===== src/rtl/core/csvt_pkg.sv =====
// Shared types and constants for the CSV quoted field tokenizer.
// Used by the step logic, the top level and the port checker. No dependencies.
package csvt_pkg;

  localparam logic [7:0] CH_CR    = 8'd13;
  localparam logic [7:0] CH_LF    = 8'd10;
  localparam logic [7:0] CH_QUOTE = 8'd34;

  localparam logic [7:0] DELIMITER_RESET  = 8'd44;
  localparam logic       ALLOW_UTF8_RESET = 1'b0;

  // Configuration register indexes.
  localparam int unsigned CFG_IDX_W = 1;
  localparam logic [CFG_IDX_W-1:0] REG_DELIMITER  = 1'd0;
  localparam logic [CFG_IDX_W-1:0] REG_ALLOW_UTF8 = 1'd1;
  localparam int unsigned CFG_DATA_W = 8;

  typedef struct packed {
    logic [7:0] data_byte;
    logic       end_of_input;
  } csvt_in_t;

  typedef struct packed {
    logic       char_valid;
    logic [7:0] char_out;
    logic       field_end;
    logic       row_end;
    logic       input_done;
  } csvt_out_t;

  typedef struct packed {
    logic       held_valid;
    logic [7:0] held_char;
    logic       field_released;
    logic       in_quotes;
    logic       quote_run_parity;
    logic       prev_was_quote;
    logic       row_has_fields;
  } csvt_state_t;

endpackage


===== src/rtl/core/csvt_step.sv =====
// Combinational step of the tokenizer: one byte against the current state.
// Depends on csvt_pkg for the item, result and state types.
module csvt_step (
  input  csvt_pkg::csvt_state_t state,
  input  csvt_pkg::csvt_in_t    item,
  input  logic [7:0]            delimiter,
  input  logic                  allow_utf8,
  output csvt_pkg::csvt_state_t state_nxt,
  output csvt_pkg::csvt_out_t   res,
  output logic                  res_valid
);

  always_comb begin
    logic       eof;
    logic       field_empty;
    logic       lead;
    logic       is_quote;
    logic       field_done;
    logic       row_done;
    logic       hv;
    logic [7:0] c;
    csvt_pkg::csvt_state_t s;

    eof         = item.end_of_input;
    field_empty = !state.held_valid && !state.field_released;
    s           = state;
    res         = '0;
    res_valid   = 1'b0;
    c           = eof ? csvt_pkg::CH_LF : item.data_byte;
    lead        = field_empty && !state.prev_was_quote;
    is_quote    = (c == csvt_pkg::CH_QUOTE);
    field_done  = 1'b0;
    row_done    = 1'b0;
    hv          = 1'b0;

    if (eof && field_empty && !state.row_has_fields) begin
      // Nothing pending: report completion only.
      res.input_done = 1'b1;
      res_valid      = 1'b1;
    end else if (!eof && ((c[7] && !allow_utf8) || c == csvt_pkg::CH_CR)) begin
      // Dropped byte: state and output stay as they are.
    end else if (lead && is_quote) begin
      s.in_quotes      = 1'b1;
      s.prev_was_quote = 1'b1;
    end else begin
      if (!lead && is_quote) begin
        s.quote_run_parity = !state.quote_run_parity;
        s.in_quotes        = state.quote_run_parity;
        if (state.quote_run_parity) begin
          s.held_valid = 1'b0;   // a doubled quote cancels the first one
        end
      end else if (!lead) begin
        s.quote_run_parity = 1'b0;
      end

      field_done = eof || ((c == delimiter || c == csvt_pkg::CH_LF) && !s.in_quotes);
      row_done   = (c == csvt_pkg::CH_LF);

      if (field_done) begin
        hv             = s.held_valid && !state.prev_was_quote;   // trim trailing quote
        res.char_valid = hv;
        res.char_out   = hv ? s.held_char : 8'd0;
        res.field_end  = 1'b1;
        res.row_end    = row_done;
        res_valid      = 1'b1;
        s.held_valid     = 1'b0;
        s.held_char      = 8'd0;
        s.field_released = 1'b0;
        s.in_quotes      = 1'b0;
        if (row_done) begin
          s.quote_run_parity = 1'b0;
          s.prev_was_quote   = 1'b0;
          s.row_has_fields   = 1'b0;
        end else begin
          s.row_has_fields = 1'b1;
          s.prev_was_quote = is_quote;
        end
      end else begin
        if (s.held_valid) begin
          res.char_valid   = 1'b1;
          res.char_out     = s.held_char;
          res_valid        = 1'b1;
          s.field_released = 1'b1;
        end
        s.held_char      = c;
        s.held_valid     = 1'b1;
        s.prev_was_quote = is_quote;
      end
    end

    state_nxt = s;
  end

endmodule


===== src/rtl/core/csv_quoted_field_tokenizer.sv =====
// Top level of the CSV quoted field tokenizer: input register, step logic,
// state and configuration registers, result register. Uses csvt_pkg, csvt_step.
//
// The input channel (in_valid, in_stall, in_data) carries one transaction per
// CSV byte, or an end-of-input mark when in_data.end_of_input is set. The result
// channel (out_valid, out_stall, out_data) carries field characters with field-end
// and row-end marks, or a done mark at end of input when no field or row is open.
// Carriage returns, dropped non-ASCII bytes and a leading quote produce nothing.
// The last character seen is held back until the next kept byte, so that a
// later quote can still cancel it.
// Timing: an accepted transaction is registered in the input register and is
// processed from there when it can advance; its result is then loaded into the
// result register, from which the receiver takes it. The state update is one
// combinational pass over the state, so one transaction is accepted every cycle
// while in_stall is low. Stall: while out_stall holds a result, a transaction
// that causes no result still advances; otherwise it waits in the input
// register and in_stall rises. Reset: rst_n is synchronous and active low. It
// empties both registers, clears the tokenizer state, and sets the delimiter to
// comma and allow_utf8 to 0. Configuration: cfg_we with cfg_index and cfg_wdata
// writes a register. Writes are expected only while the block is idle.
module csv_quoted_field_tokenizer (
  input  logic                                 clk,
  input  logic                                 rst_n,
  input  logic                                 in_valid,
  output logic                                 in_stall,
  input  csvt_pkg::csvt_in_t                   in_data,
  output logic                                 out_valid,
  input  logic                                 out_stall,
  output csvt_pkg::csvt_out_t                  out_data,
  input  logic                                 cfg_we,
  input  logic [csvt_pkg::CFG_IDX_W-1:0]       cfg_index,
  input  logic [csvt_pkg::CFG_DATA_W-1:0]      cfg_wdata
);

  // Input register.
  logic                  in_vld_r;
  logic                  in_vld_nxt;
  csvt_pkg::csvt_in_t    in_item_r;

  // Tokenizer state and configuration.
  csvt_pkg::csvt_state_t state_r;
  csvt_pkg::csvt_state_t state_nxt;
  logic [7:0]            delimiter_r;
  logic                  allow_utf8_r;

  // Result register.
  logic                  out_vld_r;
  logic                  out_vld_nxt;
  csvt_pkg::csvt_out_t   out_data_r;

  csvt_pkg::csvt_out_t   step_res;
  logic                  step_res_valid;
  logic                  advance;
  logic                  in_accept;

  csvt_step u_step (
    .state      (state_r),
    .item       (in_item_r),
    .delimiter  (delimiter_r),
    .allow_utf8 (allow_utf8_r),
    .state_nxt  (state_nxt),
    .res        (step_res),
    .res_valid  (step_res_valid)
  );

  // The held transaction may be processed when it produces no result or the
  // result register is free or being emptied this cycle.
  assign advance   = in_vld_r && (!step_res_valid || !out_vld_r || !out_stall);
  assign in_stall  = in_vld_r && !advance;
  assign in_accept = in_valid && !in_stall;

  always_comb begin
    in_vld_nxt = in_vld_r;
    if (in_accept) begin
      in_vld_nxt = 1'b1;
    end else if (advance) begin
      in_vld_nxt = 1'b0;
    end
  end

  always_comb begin
    out_vld_nxt = out_vld_r;
    if (advance && step_res_valid) begin
      out_vld_nxt = 1'b1;
    end else if (out_vld_r && !out_stall) begin
      out_vld_nxt = 1'b0;
    end
  end

  always_ff @(posedge clk) begin
    if (!rst_n) begin
      in_vld_r  <= 1'b0;
      out_vld_r <= 1'b0;
      state_r   <= '0;
    end else begin
      in_vld_r  <= in_vld_nxt;
      out_vld_r <= out_vld_nxt;
      if (advance) begin
        state_r <= state_nxt;
      end
    end
  end

  // Payload registers carry no reset.
  always_ff @(posedge clk) begin
    if (in_accept) begin
      in_item_r <= in_data;
    end
    if (advance && step_res_valid) begin
      out_data_r <= step_res;
    end
  end

  always_ff @(posedge clk) begin
    if (!rst_n) begin
      delimiter_r  <= csvt_pkg::DELIMITER_RESET;
      allow_utf8_r <= csvt_pkg::ALLOW_UTF8_RESET;
    end else if (cfg_we) begin
      case (cfg_index)
        csvt_pkg::REG_DELIMITER: begin
          delimiter_r <= cfg_wdata[7:0];
        end
        csvt_pkg::REG_ALLOW_UTF8: begin
          allow_utf8_r <= cfg_wdata[0];
        end
        default: begin
        end
      endcase
    end
  end

  assign out_valid = out_vld_r;
  assign out_data  = out_data_r;

endmodule


===== config.mk =====
export PLATFORM = sky130hd
export DESIGN_NAME = csv_quoted_field_tokenizer
export DESIGN_NICKNAME = d
export VERILOG_FILES = /design/src/rtl/core/csvt_pkg.sv /design/src/rtl/core/csvt_step.sv /design/src/rtl/core/csv_quoted_field_tokenizer.sv
export SDC_FILE = /design/constraint.sdc
export NUM_CORES = 1
export LEC_CHECK = 0
export BUFFER_PORTS_ARGS = -buffer_cell sky130_fd_sc_hd__buf_2
export CORE_ASPECT_RATIO = 1.1
export CORE_MARGIN = 2
export CORE_UTILIZATION = 40
export CTS_BUF_LIST = sky130_fd_sc_hd__clkbuf_4 sky130_fd_sc_hd__clkbuf_8
export CTS_CLUSTER_SIZE = 10
export DETAILED_ROUTE_END_ITERATION = 8
export GPL_TIMING_DRIVEN = 1
export PLACE_DENSITY = 0.61
export SLEW_MARGIN = 40
export SYNTH_ARGS = -nofsm -noshare
export SYNTH_HDL_FRONTEND = slang
export SYNTH_SLANG_ARGS = --single-unit
export TNS_END_PERCENT = 20

===== constraint.sdc =====
create_clock -name clk -period 3.4 [get_ports clk]
set_input_delay 0.51 -clock clk [delete_from_list [all_inputs] [get_ports clk]]
set_output_delay 0.51 -clock clk [all_outputs]
set_load 0.005 [all_outputs]

## Yosys cells after proc, flatten, opt, wreduce, memory -nomap -nowiden

Index checks and enable logic that the tools add are counted.

| operators by class | value |
|---|---|
| reductions and logical operators | 45 |
| equality and inequality tests | 4 |
| muxes and demuxes | 34 |
| bitwise gates (word level) | 5 |

Operator list:

| cell | count |
|---|---|
| $mux 1 | 26 |
| $mux 9 | 2 |
| $eq 8x4->1 const B | 2 |
| $mux 8 | 2 |
| $logic_and 1x1->1 | 15 |
| $logic_not 1->1 | 14 |
| $mux 10 | 1 |
| $reduce_and 5->1 | 2 |
| $eq 8x6->1 const B | 1 |
| $eq 8x8->1 | 1 |
| $mux 2 | 3 |
| $reduce_bool 2->1 | 3 |
| $logic_or 1x1->1 | 5 |
| $not 1->1 | 5 |
| $reduce_and 2->1 | 2 |
| $reduce_and 4->1 | 1 |
| $reduce_or 4->1 | 1 |
| $reduce_and 3->1 | 1 |
| $reduce_or 3->1 | 1 |

| storage, ports and cells | value |
|---|---|
| input bits | 23 |
| output and inout port bits | 14 |
| bits in registers | 46 |

## Longest topological paths before layout

Gate-level depths: netlist of the first run.

| logic depth | value |
|---|---|
| depth after elaboration | 25 |
| gate-level depth with buffers | 8 |
| gate-level depth less buffers | 6 |

## Hierarchy

A second synthesis of the first run with hierarchy kept.

| second synthesis, totals | value |
|---|---|
| cells, all modules | 232 |
| area total of the unflattened synthesis | 2312.2 um^2 |

By module, submodules not included:

| module | instances | cells an instance | sequential area each (um^2) | area an instance (um^2) |
|---|---|---|---|---|
| csv_quoted_field_tokenizer | 1 | 134 | 1131.1 | 1634.1 |
| csvt_step | 1 | 98 | 0.0 | 678.2 |

## Least setup slack after synthesis of the first run

No wires, ideal clock.

| timing | value |
|---|---|
| path kind | reg2reg |
| start point | register in_item_r[4] (netlist bit) |
| end point | register out_data_r (netlist bit out_data[0]) (enable) |
| data required time | 3.004 ns |
| arrival time | 2.909 ns |
| setup slack | 0.095 ns |
| stages on the path, launching flop included | 6 |
| buffers on the path | 0 |
| cell sequence | edfxtp_1 or4b_4 nor4_4 mux2i_1 a21oi_1 nor3_1 |

| on the way | value |
|---|---|
| longest elaborated chain between the ends | 19 |

Ends and longest elaborated chain:

| what | RTL line | RTL |
|---|---|---|
| start: declaration | csv_quoted_field_tokenizer.sv:38 | `csvt_pkg::csvt_in_t in_item_r;` |
| start signal: assignment | csv_quoted_field_tokenizer.sv:107 | `in_item_r <= in_data;` |
| $mux 8 * | csvt_step.sv:29 | `c = eof ? csvt_pkg::CH_LF : item.data_byte;` |
| $eq 8x6->1 | csvt_step.sv:31 | `is_quote = (c == csvt_pkg::CH_QUOTE);` |
| $logic_and 1x1->1 | csvt_step.sv:46 | `if (!lead && is_quote) begin` |
| $mux 1 | csvt_step.sv:46 |  |
| $mux 1 | csvt_step.sv:42 | `end else if (lead && is_quote) begin` |
| $mux 1 | csvt_step.sv:40 | `end else if (!eof && ((c[7] && !allow_utf8) \|\| c == csvt_pkg::CH_CR)) begin` |
| $mux 1 | csvt_step.sv:36 | `if (eof && field_empty && !state.row_has_fields) begin` |
| $logic_not 1->1 | csvt_step.sv:56 | `field_done = eof \|\| ((c == delimiter \|\| c == csvt_pkg::CH_LF) && !s.in_quotes);` |
| (+2 left out) | - |  |
| $mux 1 | csvt_step.sv:59 | `if (field_done) begin` |
| $mux 1 | csvt_step.sv:42 |  |
| $mux 1 * | csvt_step.sv:40 |  |
| $mux 1 * | csvt_step.sv:36 |  |
| $logic_not 1->1 | csv_quoted_field_tokenizer.sv:68 | `assign advance = in_vld_r && (!step_res_valid \|\| !out_vld_r \|\| !out_stall);` |
| $logic_or 1x1->1 (2 in series) | csv_quoted_field_tokenizer.sv:68 |  |
| $logic_and 1x1->1 | csv_quoted_field_tokenizer.sv:68 |  |
| $logic_and 1x1->1 * | csv_quoted_field_tokenizer.sv:109 | `if (advance && step_res_valid) begin` |
| end signal: assignment | csv_quoted_field_tokenizer.sv:110 | `out_data_r <= step_res;` |
| end: declaration | csv_quoted_field_tokenizer.sv:49 | `csvt_pkg::csvt_out_t out_data_r;` |

Mark *: on every way between the ends. The rest lies on a longest branch, timed or not. The select of a mux whose other input is x is not followed.
A chain may end at the register's enable or synchronous reset.

## Worst setup path after layout of the first run

| timing | value |
|---|---|
| start point | register in_item_r[0] (netlist bit) |
| end point | output in_stall |

| on the way | value |
|---|---|
| longest elaborated chain between the ends | 20 |

Ends and longest elaborated chain:

| what | RTL line | RTL |
|---|---|---|
| $mux 8 | csvt_step.sv:29 |  |
| $eq 8x6->1 | csvt_step.sv:31 |  |
| $logic_and 1x1->1 | csvt_step.sv:46 |  |
| $mux 1 | csvt_step.sv:46 |  |
| $mux 1 | csvt_step.sv:42 |  |
| $mux 1 | csvt_step.sv:40 |  |
| $mux 1 | csvt_step.sv:36 |  |
| $logic_not 1->1 | csvt_step.sv:56 |  |
| (+3 left out) | - |  |
| $mux 1 | csvt_step.sv:42 |  |
| $mux 1 | csvt_step.sv:40 |  |
| $mux 1 * | csvt_step.sv:36 |  |
| $logic_not 1->1 * | csv_quoted_field_tokenizer.sv:68 |  |
| $logic_or 1x1->1 * (2 in series) | csv_quoted_field_tokenizer.sv:68 |  |
| $logic_and 1x1->1 * | csv_quoted_field_tokenizer.sv:68 |  |
| $logic_not 1->1 * | csv_quoted_field_tokenizer.sv:69 | `assign in_stall = in_vld_r && !advance;` |
| $logic_and 1x1->1 * | csv_quoted_field_tokenizer.sv:69 |  |
| end: declaration | csv_quoted_field_tokenizer.sv:25 | `output logic in_stall,` |

Marked as above.

==> flow_summary.toml, run 1 <==
[status]
status = "completed"

[synthesis]
synth_edf_count = 21
synthFlopType = "dfxtp_1"
synth_cells = 219
yosysTopAreaCell = "edfxtp_1"
yosysSeqAreaShare_pct = 52.1
ys_warn_count = 0
syn-mean-instance-area_um2 = 9.91
syn_area_um2 = 2170
synth_cell_types = 48
synth_area_leaders = "edfxtp_1 29%, dfxtp_1 23%, nand2_1 7.8%, o22ai_1 3.2%, and2_1 2.9%"
syn_nets = 242
ys_ff_latch = 46
async_flop_share_pct = 0
synth_top_area_share_pct = 29.0

[floorplanning]
core_um2 = 5330
fp.dieW_um = 74.2
start_util_pct = 40.8
die_h_um = 81.3
num_rows = 28
dieArea_um2 = 6030
io_pins = 37

[sta]
slew_headroom_pct = 58.1
finalHoldViolCount = 0
finalCritPeriodShare_pct = 93.1
setup_viol = 0
clock.fmax_ghz = 0.316
drv_slew = 0
post-route-min-period_ns = 3.16
rsz0062_at_grt = "no"
clock_skew_ns = 0.0124
tns_ns = 0
worstMarginPinSlew_ns = 0.625

[final_layout]
fillers = 531
instances_no_fill = 330
drive_gt1_share_pct = 22.4
nNetsFinal = 277
multi_input_area_um2 = 971
syn_to_final_growth_pct = 17.2
num_antenna_cells = 0
register_area_um2 = 1130

[clock_network]
cts-resized-gates = 0
htree_levels = 2
cts.clk_slew.worst_paths_ns = 0.08
cts_tree = "built"
clk_latency_ns = 0.30
cts.path.max_buffers = 2
post_cts_buffers = 0
numCtsBuffers = 5
cts_hold_buf = 0
cts_sinks = 46
clockRootBuffer = "clkbuf_8"

[power]
irDropWorstVdd_uv = 233
p_sw_w = 0.000265
leakagePower_nw = 0.934
p_sw_share_pct = 22.0
intPower_w = 0.000939
pwr-share-clk_pct = 39.7
power_frac_comb_pct = 8.5
p_seq_share_pct = 51.8
power_per_cell_area_nw_per_um2 = 473

[global_route]
grt-ovfl-total = 0
grt_first_pass_wirelength_um = 7310
track_usage_pct = 15.8
grt_max_degree = 39
grt_pass1_vias = 1587
antenna_found_initial = 0

[worst_setup_path]
crit_path_max_fanout = 14
ff2ff_setup_slack_ns = 0.50
crit_type = "flop to output port"
critPathCaptureType = "output port"
r2r_end = "in_item_r[2]$_DFFE_PP_"
crit_required_ns = 2.89
cp_data_arrival_time_ns = 2.65
startpoint_type = "flop"
rr_startpoint = "in_item_r[0]$_DFFE_PP_"
reg2regPathDepth = 5

[flow_run]
max-cap-violations = 0

[route]
firstDrtPassIters = 4
vias_per_cell = 5.30
drc = 0
routed_wl_um = 4350
final_antenna_net_count = 0
drt_iter0_drc = 133
wl_per_cell_um = 13.2
num_vias = 1748

[placement]
post-place-cells = 322
io_buffers = 36
dp_hpwl_um = 3170
gp_congestion = 0.894

[hold_path]
hp-class = "primary input to flop"
hold_end = "in_item_r[6]$_DFFE_PP_"
holdCritStartpoint = "in_data[6]"
min_path_cells = 1
[kinds of logic (layout without fill, tap and decap cells)]
family,Yosys count,count (layout),synth area share (%)
AOI/OAI and AO/OA,49,49,16.2
muxes,2,2,0.980
xor gates and xnor gates,4,4,1.61
and+or+nand+nor,104,104,25.9
buffers and inverters,14,50,3.17
DFF,46,46,52.1
[metal layers]
layer	GRT usage (%)	vias to the layer above	wire length [um]
met4	6.43	0	89
met3	4.59	8	256
met2	25.0	61	2030
met1	20.1	807	1970
met5	0	-	0
li1	-	872	-
[synth_stat cells (all sizes together) (3+ instances only)]
cell type / count
nor3: 7
nand2: 45
a21boi: 8
edfxtp: 21
nor4: 3
o22ai: 11
inv: 4
nor2b: 4
dfxtp: 25
nand4: 4
nor2: 4
nand3: 8
nand2b: 5
o21ai: 8
clkbuf: 6
or4: 3
buf: 4
and2: 10
a21oi: 5
a31oi: 4
[cell type report]
class	count	area share, %
flip-flops and latches	46	44.5
clock buffers	5	2.71
repair buffers	38	7.67
well taps	75	3.69
inverters	4	0.590
multi-input cells	159	38.2
clock inverters	3	2.71
[worst max path at each step]
stage | slack (ns) | start | cells after the start | to
floorplan | 0.09 | in_item_r[4]$_DFFE_PP_ | 5 | out_data[0]$_DFFE_PP_
global placement | 0.55 | in_item_r[0]$_DFFE_PP_ | 5 | in_item_r[2]$_DFFE_PP_
detailed placement | 0.50 | in_item_r[0]$_DFFE_PP_ | 5 | in_item_r[7]$_DFFE_PP_
CTS | 0.23 | in_item_r[0]$_DFFE_PP_ | 6 | in_stall
global route | 0.05 | in_item_r[0]$_DFFE_PP_ | 6 | in_stall
finish | 0.24 | in_item_r[0]$_DFFE_PP_ | 6 | in_stall
[layout by cell type (no fill, tap or decap), drive strengths merged, types with 2 or more instances in the layout]
cell type and n:
o22ai 11, a211o 2, edfxtp 21, a22oi 2, nor3b 2, o21ai 8, clkbuf 5, a21boi 8
or4b 2, nor3 7, nand4 4, or4 3, o31a 2, a31oi 4, xor2 2, nor2 4
dfxtp 25, nor4b 2, a21oi 5, nor4 3, nor2b 4, inv 4, nand2 45, bufinv 2
xnor2 2, nand3 8, and2 10, nand2b 5, buf 38
[per-stage QoR]
stage / setup slack [ns] / util (%) / instance area [um^2] / power [W] / hold slack, ns
global route: 0.0459 / 47.8 / 2540 / 0.00126 / 0.374
CTS: 0.228 / 47.8 / 2540 / 0.00122 / 0.376
floorplan: 0.0950 / - / 2170 / 0.000702 / 0.442
global placement: 0.553 / 45.2 / 2410 / 0.000738 / 0.452
detailed placement: 0.505 / 45.2 / 2410 / 0.000739 / 0.454
finish: 0.236 / 47.8 / 2540 / 0.00120 / 0.385
[worst max-delay path, cell delays in order (launching register included)]
cell and delay [ns]:
edfxtp_1 0.57, or4b_4 0.63, nor4_4 0.35, mux2i_1 0.31
a21oi_1 0.17, nor3_1 0.20, buf_2 0.14
[power by group through the flow]
stage	registers (W)	logic [W]	clock network, W
5_1_grt	0.000628	0.000117	0.000514
3_3_place_gp	0.000636	0.000102	0
3_5_place_dp	0.000636	0.000103	0
4_1_cts	0.000623	0.000103	0.000491
2_1_floorplan	0.000629	0.0000733	0
6_report	0.000623	0.000103	0.000478
[registers in the layout, summed over array words and instances (netlist names)]
register / flops
allow_utf8_r: 1
delimiter_r: 8
in_item_r: 9
in_vld_r: 1
out_data: 12
out_valid: 1
state_r: 14
Power figures use the tool's default switching activity.
==> run 2, diff against run 1 <==
Settings changed: CORE_UTILIZATION 40 to 52, PLACE_DENSITY 0.61 to 0.77.
==> run 2 against run 1 <==
  * Wire length decreased by 6.1%
  * Sequential power barely moved
  * Fmax grew 0.22%
  * Critical endpoint unchanged
==> flow_summary.toml, run 2 (synthesis results as in run 1) <==
[clock_network]
htree_levels = 2
clockRootBuffer = "clkbuf_8"
post_cts_buffers = 0
cts.path.max_buffers = 2
cts_tree = "built"
cts-resized-gates = 0
numCtsBuffers = 5
cts_sinks = 46
clk_latency_ns = 0.30
cts_hold_buf = 0
cts.clk_slew.worst_paths_ns = 0.09

[floorplanning]
core_um2 = 3990
die_h_um = 71.8
fp.dieW_um = 65.6
start_util_pct = 54.4
dieArea_um2 = 4710
io_pins = 37
num_rows = 24

[power]
pwr-share-clk_pct = 31.9
irDropWorstVdd_uv = 285
power_frac_comb_pct = 9.7
p_sw_w = 0.000273
intPower_w = 0.000794
leakagePower_nw = 0.915
p_seq_share_pct = 58.4
p_sw_share_pct = 25.6
power_per_cell_area_nw_per_um2 = 431

[final_layout]
largest_reg_flops = 14
syn_to_final_growth_pct = 14.2
fin_area_um2 = 2480
final_cell_mix = "45 x nand2_1, 36 x buf_2, 25 x dfxtp_1"
top_register = "state_r"
nNetsFinal = 278
layout_commonest_cell = "nand2_1"
drive_gt1_share_pct = 22.7
num_antenna_cells = 0

[worst_setup_path]
crit_path_max_fanout = 14
crit_required_ns = 2.89
reg2regPathDepth = 5
cp_data_arrival_time_ns = 2.65
critPathCapture = "in_stall"
r2r_end = "in_item_r[1]$_DFFE_PP_"
worstSetupStartpoint = "in_item_r[0]$_DFFE_PP_"
critPathCaptureType = "output port"
startpoint_type = "flop"
crit_type = "flop to output port"
rr_startpoint = "in_item_r[0]$_DFFE_PP_"
ff2ff_setup_slack_ns = 0.50

[route]
wl_per_cell_um = 13.3
vias_per_cell = 5.64
final_antenna_net_count = 0
firstDrtPassIters = 4
drc = 0
drt_iter0_drc = 88
routed_wl_um = 4080
num_vias = 1738

[global_route]
grt-ovfl-total = 0
grt_max_degree = 39
grt_first_pass_wirelength_um = 6640
track_usage_pct = 18.6
antenna_found_initial = 0
grt_pass1_vias = 1520

[placement]
gp_congestion = 0.925
io_buffers = 36
place_area_um2 = 2380
dp_hpwl_um = 2940

[sta]
clock.fmax_ghz = 0.317
slew_headroom_pct = 57.6
finalCritPeriodShare_pct = 92.8
rsz0062_at_grt = "no"
tns_ns = 0
finalHoldViolCount = 0
setup_viol = 0
post-route-min-period_ns = 3.16
worstMarginPinSlew_ns = 0.635
clock_skew_ns = 0.00715
drv_slew = 0

[flow_run]
max-cap-violations = 0

[status]
status = "completed"

[hold_path]
hp-class = "primary input to flop"
==> run 2: cell count changes in the layout (fill, tap and decap cells not counted), sizes merged <==
| cell | before | now |
|---|---|---|
| buf | 38 | 39 |
| clkinvlp | 0 | 1 |
| bufinv | 2 | 0 |
| inv | 4 | 5 |
==> run 2: area by class of cell <==
cell class                      count  area [um^2]
Fill cell                         357         1520
Clock buffer                        5         68.8
Clock inverter                      3         25.0
Multi-Input combinational cell    159          971
Sequential cell                    46         1130
Tap cell                           52         65.1
Inverter                            4         15.0
Timing Repair Buffer               39          203
==> run 2: power by group through the flow <==
stage | Combinational [W] | Sequential (W) | Clock (W)
3_5_place_dp | 0.000103 | 0.000636 | 0
5_1_grt | 0.000116 | 0.000627 | 0.000372
4_1_cts | 0.000103 | 0.000623 | 0.000348
2_1_floorplan | 0.0000733 | 0.000629 | 0
3_3_place_gp | 0.000101 | 0.000635 | 0
6_report | 0.000104 | 0.000623 | 0.000341
==> run 2: metal layers <==
metal / up-vias / wire length (um) / global-route usage, % / share of wire, %
met5: - / 0 / 0 / 0
met1: 796 / 1860 / 23.4 / 45
met3: 8 / 240 / 4.87 / 5.9
met4: 0 / 100 / 9.49 / 2.4
li1: 875 / - / - / -
met2: 59 / 1890 / 29.5 / 46
==> run 2: metrics by stage <==
stage | setup slack, ns | power, W | util, % | cells | hold slack [ns]
detailed placement | 0.504 | 0.000739 | 59.7 | 300 | 0.454
finish | 0.243 | 0.00107 | 62.1 | 308 | 0.378
floorplan | 0.0950 | 0.000702 | - | 219 | 0.442
global route | 0.0336 | 0.00111 | 62.1 | 308 | 0.365
global placement | 0.593 | 0.000736 | 59.7 | 300 | 0.450
CTS | 0.247 | 0.00107 | 62.1 | 308 | 0.371
==> run 2: how the worst min path moves through the flow <==
stage,startpoint,end,slack (ns),cells after the start
after floorplan,state_r[8]$_SDFFE_PN0P_,state_r[8]$_SDFFE_PN0P_,0.44,2
after global placement,state_r[9]$_SDFFE_PN0P_,state_r[9]$_SDFFE_PN0P_,0.45,2
after detailed placement,state_r[9]$_SDFFE_PN0P_,state_r[9]$_SDFFE_PN0P_,0.45,2
after CTS,in_data[4],in_item_r[4]$_DFFE_PP_,0.37,1
after global routing,in_data[1],in_item_r[1]$_DFFE_PP_,0.36,1
final,in_data[4],in_item_r[4]$_DFFE_PP_,0.38,1
==> run 2: critical path: stages (launching register included) <==
cell	delay (ns)
edfxtp_1	0.58
or4b_4	0.63
nor4_4	0.34
mux2i_1	0.29
a21oi_1	0.17
nor3_1	0.20
buf_2	0.14
==> run 3, diff against run 2 <==
Settings changed: CORE_UTILIZATION 52 to 58, PLACE_DENSITY 0.77 to 0.81.
Clock period 3.4 ns to 3.1 ns, I/O delays scaled along.
==> run 3 against run 2 <==
  * Non-clock buffer count up 5
  * Critical path type unchanged
  * Register-to-register slack worse by 0.16 ns
  * Die area down 9.8%
  * Largest cell class unchanged
  * Setup slack worse by 0.094 ns
  * Clock power up 7.0%
  * Critical endpoint unchanged
  * Wire length up 2.4%
  * Sequential share of layout area down 0.86 points
==> flow_summary.toml, run 3 (synthesis results as in run 1) <==
[final_layout]
nNetsFinal = 283
final_cell_mix = "45 x nand2_1, 36 x buf_2, 25 x dfxtp_1"
largest_reg_flops = 14
num_antenna_cells = 0
instances_no_fill = 311
multi_input_area_um2 = 983
fillers = 293
drive_gt1_share_pct = 25.3
syn_to_final_growth_pct = 16.4
layout_commonest_cell = "nand2_1"
register_area_um2 = 1130
fin_area_um2 = 2530
top_register = "state_r"

[worst_setup_path]
path_common_cell = "or4b_4"
crit_type = "flop to output port"
cp_data_arrival_time_ns = 2.49
crit_required_ns = 2.63
path_cells = "or4b_4 > or4b_4 > and2_1 > nand2_1 > nor3_1 > buf_2"
crit_slowest_cell = "or4b_4"
ff2ff_setup_slack_ns = 0.34
crit_path_max_fanout = 6
max_stage_delay_ns = 0.59
startpoint_type = "flop"
critPathCaptureType = "output port"

[route]
firstDrtPassIters = 4
num_vias = 1735
final_antenna_net_count = 0
vias_per_cell = 5.58
routed_wl_um = 4180
drt_iter0_drc = 77
drc = 0
wl_per_cell_um = 13.4

[floorplanning]
core_um2 = 3630
dieArea_um2 = 4250
io_pins = 37
num_rows = 23
start_util_pct = 59.9
die_h_um = 68.2
fp.dieW_um = 62.3

[sta]
rsz0062_at_grt = "no"
layout_setup_ws_ns = 0.149
clock.fmax_ghz = 0.339
slew_headroom_pct = 55.4
clock_skew_ns = 0.00878
post-route-min-period_ns = 2.95
finalCritPeriodShare_pct = 95.2
worstMarginPinSlew_ns = 0.663
finalHoldViolCount = 0
tns_ns = 0
drv_slew = 0
setup_viol = 0

[power]
leakagePower_nw = 0.942
power_per_cell_area_nw_per_um2 = 463
irDropWorstVdd_uv = 336

[global_route]
grt_pass1_vias = 1638
grt_max_degree = 39
antenna_found_initial = 0
grt-ovfl-total = 0
track_usage_pct = 21.7
grt_first_pass_wirelength_um = 7140

[flow_run]
max-cap-violations = 0

[clock_network]
cts_sinks = 46
clk_latency_ns = 0.30
cts-resized-gates = 0
post_cts_buffers = 0
cts.path.max_buffers = 2
htree_levels = 2
clockRootBuffer = "clkbuf_8"
numCtsBuffers = 5
cts_hold_buf = 0
cts.clk_slew.worst_paths_ns = 0.08
cts_tree = "built"

[placement]
io_buffers = 36
dp_hpwl_um = 3160
dp_slack_ns = 0.272
place_area_um2 = 2420
post-place-cells = 303
gp_congestion = 0.933

[hold_path]
hp-class = "primary input to flop"

[status]
status = "completed"
-- run 3: changes by cell type in the layout (fill, tap and decap cells not counted), sizes merged --
cell	delta
buf	+5
-- run 3: stage by stage --
| step | utilization (%) | hold WS (ns) | total power (W) |
|---|---|---|---|
| after global routing | 69.7 | 0.320 | 0.00123 |
| final | 69.7 | 0.337 | 0.00117 |
| after detailed placement | 66.9 | 0.454 | 0.000816 |
| after global placement | 66.9 | 0.451 | 0.000813 |
| after CTS | 69.5 | 0.331 | 0.00117 |
| after floorplan | - | 0.442 | 0.000771 |
-- run 3: final timing paths --
kind,from,to,cells past startpoint
worst max register to register,in_item_r[4]$_DFFE_PP_,in_item_r[5]$_DFFE_PP_,5
worst min register to register,state_r[11]$_SDFFE_PN0P_,state_r[11]$_SDFFE_PN0P_,2
worst max-delay path,in_item_r[4]$_DFFE_PP_,in_stall,6
worst min-delay path,in_data[7],in_item_r[7]$_DFFE_PP_,1
-- run 3: critical path: cells and delay by family (launching register included) --
family	cells	cell delay, ns
buf+inv	1	0.13
simple gates	5	1.58
flops	1	0.49
-- run 3: report_power, final --
group / total [W] / internal [W] / leakage, nW / switching [W]
Combinational: 0.000126 / 0.0000543 / 0.499 / 0.0000718
Sequential: 0.000678 / 0.000659 / 0.398 / 0.0000189
Clock: 0.000365 / 0.000162 / 0.0447 / 0.000203
-- run 3: layout make-up --
class | count | share of cell area [%]
tap | 50 | 2.48
clock inverter | 3 | 0.991
inverter | 4 | 0.594
clock buffer | 5 | 2.72
multi-input combinational | 159 | 38.9
sequential | 46 | 44.8
timing repair buffer | 44 | 9.51
-- run 3: layer usage --
| layer | vias to the layer above | track usage [%] | part of all wire, % |
|---|---|---|---|
| met5 | - | 0 | 0 |
| met4 | 0 | 6.39 | 0.91 |
| met3 | 4 | 5.43 | 5.4 |
| met2 | 57 | 38.6 | 49 |
| met1 | 787 | 26.6 | 44 |
| li1 | 887 | - | - |
